File: src/hdl/qslerp_fifo.sv
`default_nettype none
module qslerp_fifo #(
    parameter int W = 8
) (
    input  wire logic         aclk,
    input  wire logic         aresetn,
    input  wire logic         in_valid,
    output logic              in_ready,
    input  wire logic [W-1:0] in_data,
    output logic              out_valid,
    input  wire logic         out_ready,
    output logic [W-1:0]      out_data
);
    logic [W-1:0] mem_reg [4];
    logic [1:0] wr_reg, rd_reg;
    logic [2:0] cnt_reg;
    logic push, pop;
    assign in_ready = cnt_reg != 3'd4;
    assign out_valid = cnt_reg != 3'd0;
    assign out_data = mem_reg[rd_reg];
    assign push = in_valid && in_ready;
    assign pop = out_valid && out_ready;
    always_ff @(posedge aclk) begin
        if (!aresetn) begin
            wr_reg <= '0;
            rd_reg <= '0;
            cnt_reg <= '0;
        end else begin
            if (push) wr_reg <= wr_reg + 2'd1;
            if (pop) rd_reg <= rd_reg + 2'd1;
            cnt_reg <= cnt_reg + 3'(push) - 3'(pop);
        end
        if (push) mem_reg[wr_reg] <= in_data;
    end
endmodule
`default_nettype wire

File: config.mk
export PLATFORM = sky130hd
export DESIGN_NAME = qslerp_fifo
export DESIGN_NICKNAME = d
export VERILOG_FILES = /design/src/hdl/qslerp_fifo.sv
export SDC_FILE = /design/constraint.sdc
export NUM_CORES = 1
export LEC_CHECK = 0
export ABC_CLOCK_PERIOD_IN_PS = 3150
export BUFFER_PORTS_ARGS = -buffer_cell sky130_fd_sc_hd__buf_4
export CAP_MARGIN = 0
export CORE_MARGIN = 3
export CORE_UTILIZATION = 55
export CTS_CLUSTER_DIAMETER = 120
export DETAILED_ROUTE_END_ITERATION = 12
export PLACE_DENSITY = 0.74
export SYNTH_ARGS = -nofsm -noshare
export SYNTH_HDL_FRONTEND = slang
export SYNTH_SLANG_ARGS = --single-unit
File: constraint.sdc
create_clock -name aclk -period 3.15 [get_ports aclk]
set_clock_uncertainty 0.05 [all_clocks]
set_input_delay 0.63 -clock aclk [delete_from_list [all_inputs] [get_ports aclk]]
set_output_delay 0.63 -clock aclk [all_outputs]
set_load 0.02 [all_outputs]
---- Yosys cells after proc, flatten, opt, wreduce, memory -nomap -nowiden ----
Memories as Yosys holds them, arrays and structs flattened. A register that Yosys moved wholly into a read port is not among the register bits.
Cells that the tools add are included.
storage, ports and cells
  register bits after elaboration ......... 7
  bits in writable memories ............... 32
  input bits .............................. 12
  output and inout port bits .............. 10
  word-level logic and storage cells ...... 16
  memories ................................ 1
memory list
  memory   depth  bits a word  read ports  clocked after Yosys merged registers in  write ports  RTL line  RTL
  mem_reg  4      8            1           1                                        1            14        logic [W-1:0] mem_reg [4];
cells by class
  add/sub/neg operators ................... 4
  equal/unequal tests ..................... 1
  multiplexer cells ....................... 4
  reduce and logical (&&, ||, !) cells .... 3
operator list
  kind                                           count
  adder 2 x 1 -> 2 bit (second input constant)   2
  2-to-1 mux 2 bit                               2
  adder 3 x 1 -> 3 bit                           1
  inequality test 3 bit (second input constant)  1
  nonzero test 3 bit                             1
  subtractor 3 x 1 -> 3 bit                      1
  logical AND 1 bit                              2
  2-to-1 mux 1 bit                               2

---- Depth between registers and ports, before layout ----
  depth after elaboration ................. 4
  gate-level depth with buffers ........... 11
  gate-level depth less buffers ........... 11

---- Worst setup path after synthesis ----
Ideal clock, no wire load.
  path kind ............................... input-to-reg
  from .................................... in in_valid
  to ...................................... reg cnt_reg[2]
  data arrival time ....................... 2.204 ns
  data required time ...................... 2.985 ns
  slack ................................... 0.782 ns
  cell stages on the path ................. 10
  path buffers ............................ 0
  path through ............................ a21boi_2 -> inv_1 -> ha_1 -> inv_1 -> ha_1 -> inv_1 -> fa_1 -> xnor2_1 -> xnor2_1 -> and2_1
on the way
  longest elaborated chain between the ends .. 3
RTL lines
  what                       RTL line  RTL
  from (decl)                7         input wire logic in_valid,
  logical AND 1 bit          21        assign push = in_valid && in_ready;
  adder 3 x 1 -> 3 bit       31        cnt_reg <= cnt_reg + 3'(push) - 3'(pop);
  subtractor 3 x 1 -> 3 bit  31
  to (signal assigned)       31
  to (decl)                  16        logic [2:0] cnt_reg;
No other way between the ends.
A chain may end at the register's enable or synchronous reset.

---- Worst setup path after layout ----
  from .................................... reg cnt_reg[1]
  to ...................................... reg cnt_reg[2]
on the way
  longest elaborated chain between the ends .. 4
  elaborated cells between the ends (all ways) .. 6
  classes of those cells .................. 2 x add/sub; 1 x eq/ne; 3 x reduce/logical
RTL lines
  what                         RTL line  RTL
  inequality test 3 bit        18        assign in_ready = cnt_reg != 3'd4;
  logical AND 1 bit            21
  adder 3 x 1 -> 3 bit         31
  subtractor 3 x 1 -> 3 bit *  31
Mark *: on every way between the ends. The rest lies on a longest branch, timed or not.

==> reports/qor.tcl <==
set qor(final_worst_path_cycle_share_pct) 78.7
set qor(cts_inserted_buffers) 5
set qor(number_of_cells_after_detailed_placement) 139
set qor(report.final.hold_viol_count) 0
set qor(syn-instance-count) 90
set qor(vdd.ir_drop.worst_mv) 0.523
set qor(synthXorXnorAreaFrac_pct) 2.14
set qor(effective_utilization_at_floorplan_pct) 58.3
set qor(cts_root_buffer) {clkbuf_4}
set qor(pre_cts_slack_ns) 0.575
set qor(r2r.worst_path.cells) 11
set qor(boundaryPins) 22
set qor(final_net_count) 134
set qor(max-cap-violations) 0
set qor(port_buffers) 21
set qor(clock_latency_ns) 0.35
set qor(setup-tns-final_ns) 0
set qor(grt-ovfl-total) 0
set qor(synth-seq-cells) 41
set qor(mappedNetlistNets) 109
set qor(distinct_cell_type_count_of_the_synthesized_netlist) 18
set qor(remaining_drc_errors) 0
set qor(die-height_um) 60.5
set qor(cts_hold_bufs) 0
set qor(largest_register_ff_count) 32
set qor(setup_viol) 0
set qor(final_cells) 147
set qor(globalplace.congestion) 0.658
set qor(post_synthesis_cell_area_um2) 1640
set qor(dpl.hpwl_um) 1630
set qor(drt_pre_antenna_iters) 4
set qor(via_count_of_the_first_global_routing_pass) 828
set qor(via_count) 803
set qor(endpoint) {cnt_reg[2]}
set qor(whs_ns) 0.425
set qor(worstPathArrival_ns) 2.67
set qor(rsz0062_at_grt) {false}
set qor(die-area_um2) 3660
set qor(die_width_um) 60.5
set qor(antenna_violating_nets_post_route) 0
set qor(drt-wirelength-per-cell_um) 16.6
set qor(post_cts_resize_count) 0
set qor(timing.critical_path.from_type) {flop}
set qor(cp_data_required_time_ns) 3.34
set qor(run_status) {finished, final reports clean}
set qor(cts.reportedPaths.clkPinSlew_ns) 0.12
set qor(worst_setup_slack_final_ns) 0.672
set qor(drt-vias-per-instance) 5.46
set qor(worstPathCellList) {nor2_1 > a21boi_2 > inv_1 > ha_1 > inv_1 > ha_1 > inv_1 > fa_1 > xnor2_1 > xnor2_1 > and2_1}
set qor(cpMostUsedCell) {inv_1}
set qor(synth_simple_gate_area_share_pct) 5.66
set qor(yosys_warnings) 0
set qor(detail_route.iter0.violations) 23
set qor(core_um2) 2810
set qor(ff2ff_setup_slack_ns) 0.67
set qor(cp_slowest_stage_delay_ns) 0.51
set qor(powerDensity_nw_per_um2) 770
set qor(row_cnt) 19
set qor(area_growth_syn_to_layout_pct) 14.2
set qor(synth.area.mux_share_pct) 12.2
set qor(worst_r2r_startpoint) {cnt_reg[1]}
set qor(post_cts_buffers) 0
set qor(yosysSeqAreaShare_pct) 69.8
set qor(cts-htree-levels) 2
set qor(tritoncts) {built}
set qor(synth-compound-area-share_pct) 2.30
set qor(antenna_found_initial) 0
set qor(clkSinkCount) 41
set qor(grt_util_all_layers_pct) 16.7
set qor(min_period_ns) 2.48
set qor(antenna_cells) 0
set qor(dominant_combinational_cell_family_by_area_after_synthesis) {multiplexers}
set qor(final-max-slew-violation-count) 0
set qor(worstSetupEndpointType) {flop}
set qor(grt_pass1_wl_um) 4150
set qor(routed_wirelength_um) 2440
set qor(grt_start_max_net_pins) 13
set qor(achievable-frequency_mhz) 404
set qor(final_layout_size_suffix_gt1_share_pct) 34.5
set qor(synth_area_in_adders_pct) 5.81
set qor(synth.avg_cell_area_um2) 18.2
set qor(relSlewSlack_pct) 61.8
set qor(worstSetupStartpoint) {cnt_reg[1]}
set qor(critical-path-slowest-cell) {dfxtp_1}
set qor(min_path_type) {in2reg}
set qor(worst_path_maximum_fanout) 7
set qor(worst-setup-path-type) {reg2reg}
set qor(timing_worst_slew_pin_value_ns) 0.573
set qor(static-leakage-power_uw) 0.000676
set qor(clock_tree.buffer_depth) 2
set qor(capturing_point_of_the_worst_reg2reg_path) {cnt_reg[2]}
Yosys cell counts:
cell type  number  share of area [%]
fa_1            1                1.2
clkbuf_1        2               0.46
nand2_1         5                1.1
mux2i_1         2                1.2
or3_2           1               0.46
mux4_2          8                 11
inv_1           5                1.1
ha_1            6                4.6
nor2b_1         3                1.1
o31a_2          1               0.61
edfxtp_1       32                 59
dfxtp_1         9                 11
buf_4           1               0.46
xnor2_1         4                2.1
a21boi_2        1               0.69
o311ai_2        1               0.99
and2_1          7                2.7
nor2_1          1               0.23
layout make-up:
cell class                      count  area (µm²)
Clock inverter                      2        10.0
Multi-Input combinational cell     41         460
Inverter                            5        18.8
Fill cell                         215         937
Timing Repair Buffer               21         158
Tap cell                           31        38.8
Sequential cell                    41        1140
Clock buffer                        6        41.3
layer usage:
metal	global-route usage, %	vias to the layer above	part of all wire, %
met1	20.8	395	43
met4	8.36	0	2.2
met2	26.1	20	50
met3	5.74	6	4.3
met5	0	-	0
li1	-	382	-
through the flow:
| stage | power, µW | cell area, µm² | utilization [%] |
|---|---|---|---|
| 2_1_floorplan | 1060 | 1640 | - |
| 3_3_place_gp | 1200 | 1820 | 64.8 |
| 3_5_place_dp | 1210 | 1820 | 64.8 |
| 4_1_cts | 1460 | 1870 | 66.6 |
| 5_1_grt | 1540 | 1870 | 66.6 |
| 6_report | 1440 | 1870 | 66.6 |
how the worst min path moves through the flow:
stage	startpoint	to	slack, ns	cells after the start
finish	in_data[5]	mem_reg[0][5]	0.43	1
detailed placement	wr_reg[0]	wr_reg[0]	0.46	2
global route	in_data[1]	mem_reg[2][1]	0.40	1
CTS	in_data[1]	mem_reg[3][1]	0.41	1
floorplan	wr_reg[1]	wr_reg[1]	0.42	2
global placement	wr_reg[1]	wr_reg[1]	0.44	2
where the power goes:
group	leakage (µW)	internal, µW	switching [µW]
registers	0.000367	666	82.9
clock network	0.0000320	85.1	159
logic	0.000277	237	208
critical path, delay by kind of cell (launching register included):
family | cells | cell delay [ns]
buf+inv | 3 | 0.18
simple gates | 2 | 0.27
fa+ha+maj | 3 | 0.79
compound gates | 1 | 0.31
flops | 1 | 0.51
xor+xnor | 2 | 0.28
cells in the final DEF, fill, tap and decap left out, types with 2 or more instances in the layout:
cell      count
dfxtp_1       9
ha_1          6
nand2_1       5
buf_4        21
nor2b_1       3
clkinv_2      2
inv_1         5
and2_1        7
edfxtp_1     32
mux4_2        8
mux2i_1       2
xnor2_1       4
clkbuf_4      5
logic make-up after synthesis:
logic type / Yosys count
muxes: 10
and+or+nand+nor: 17
xor gates and xnor gates: 4
AOI/OAI and AO/OA: 3
DFF: 41
buffers and inverters: 8
adders and majority gates: 7
Note: power is estimated with default switching activity, not from simulation.
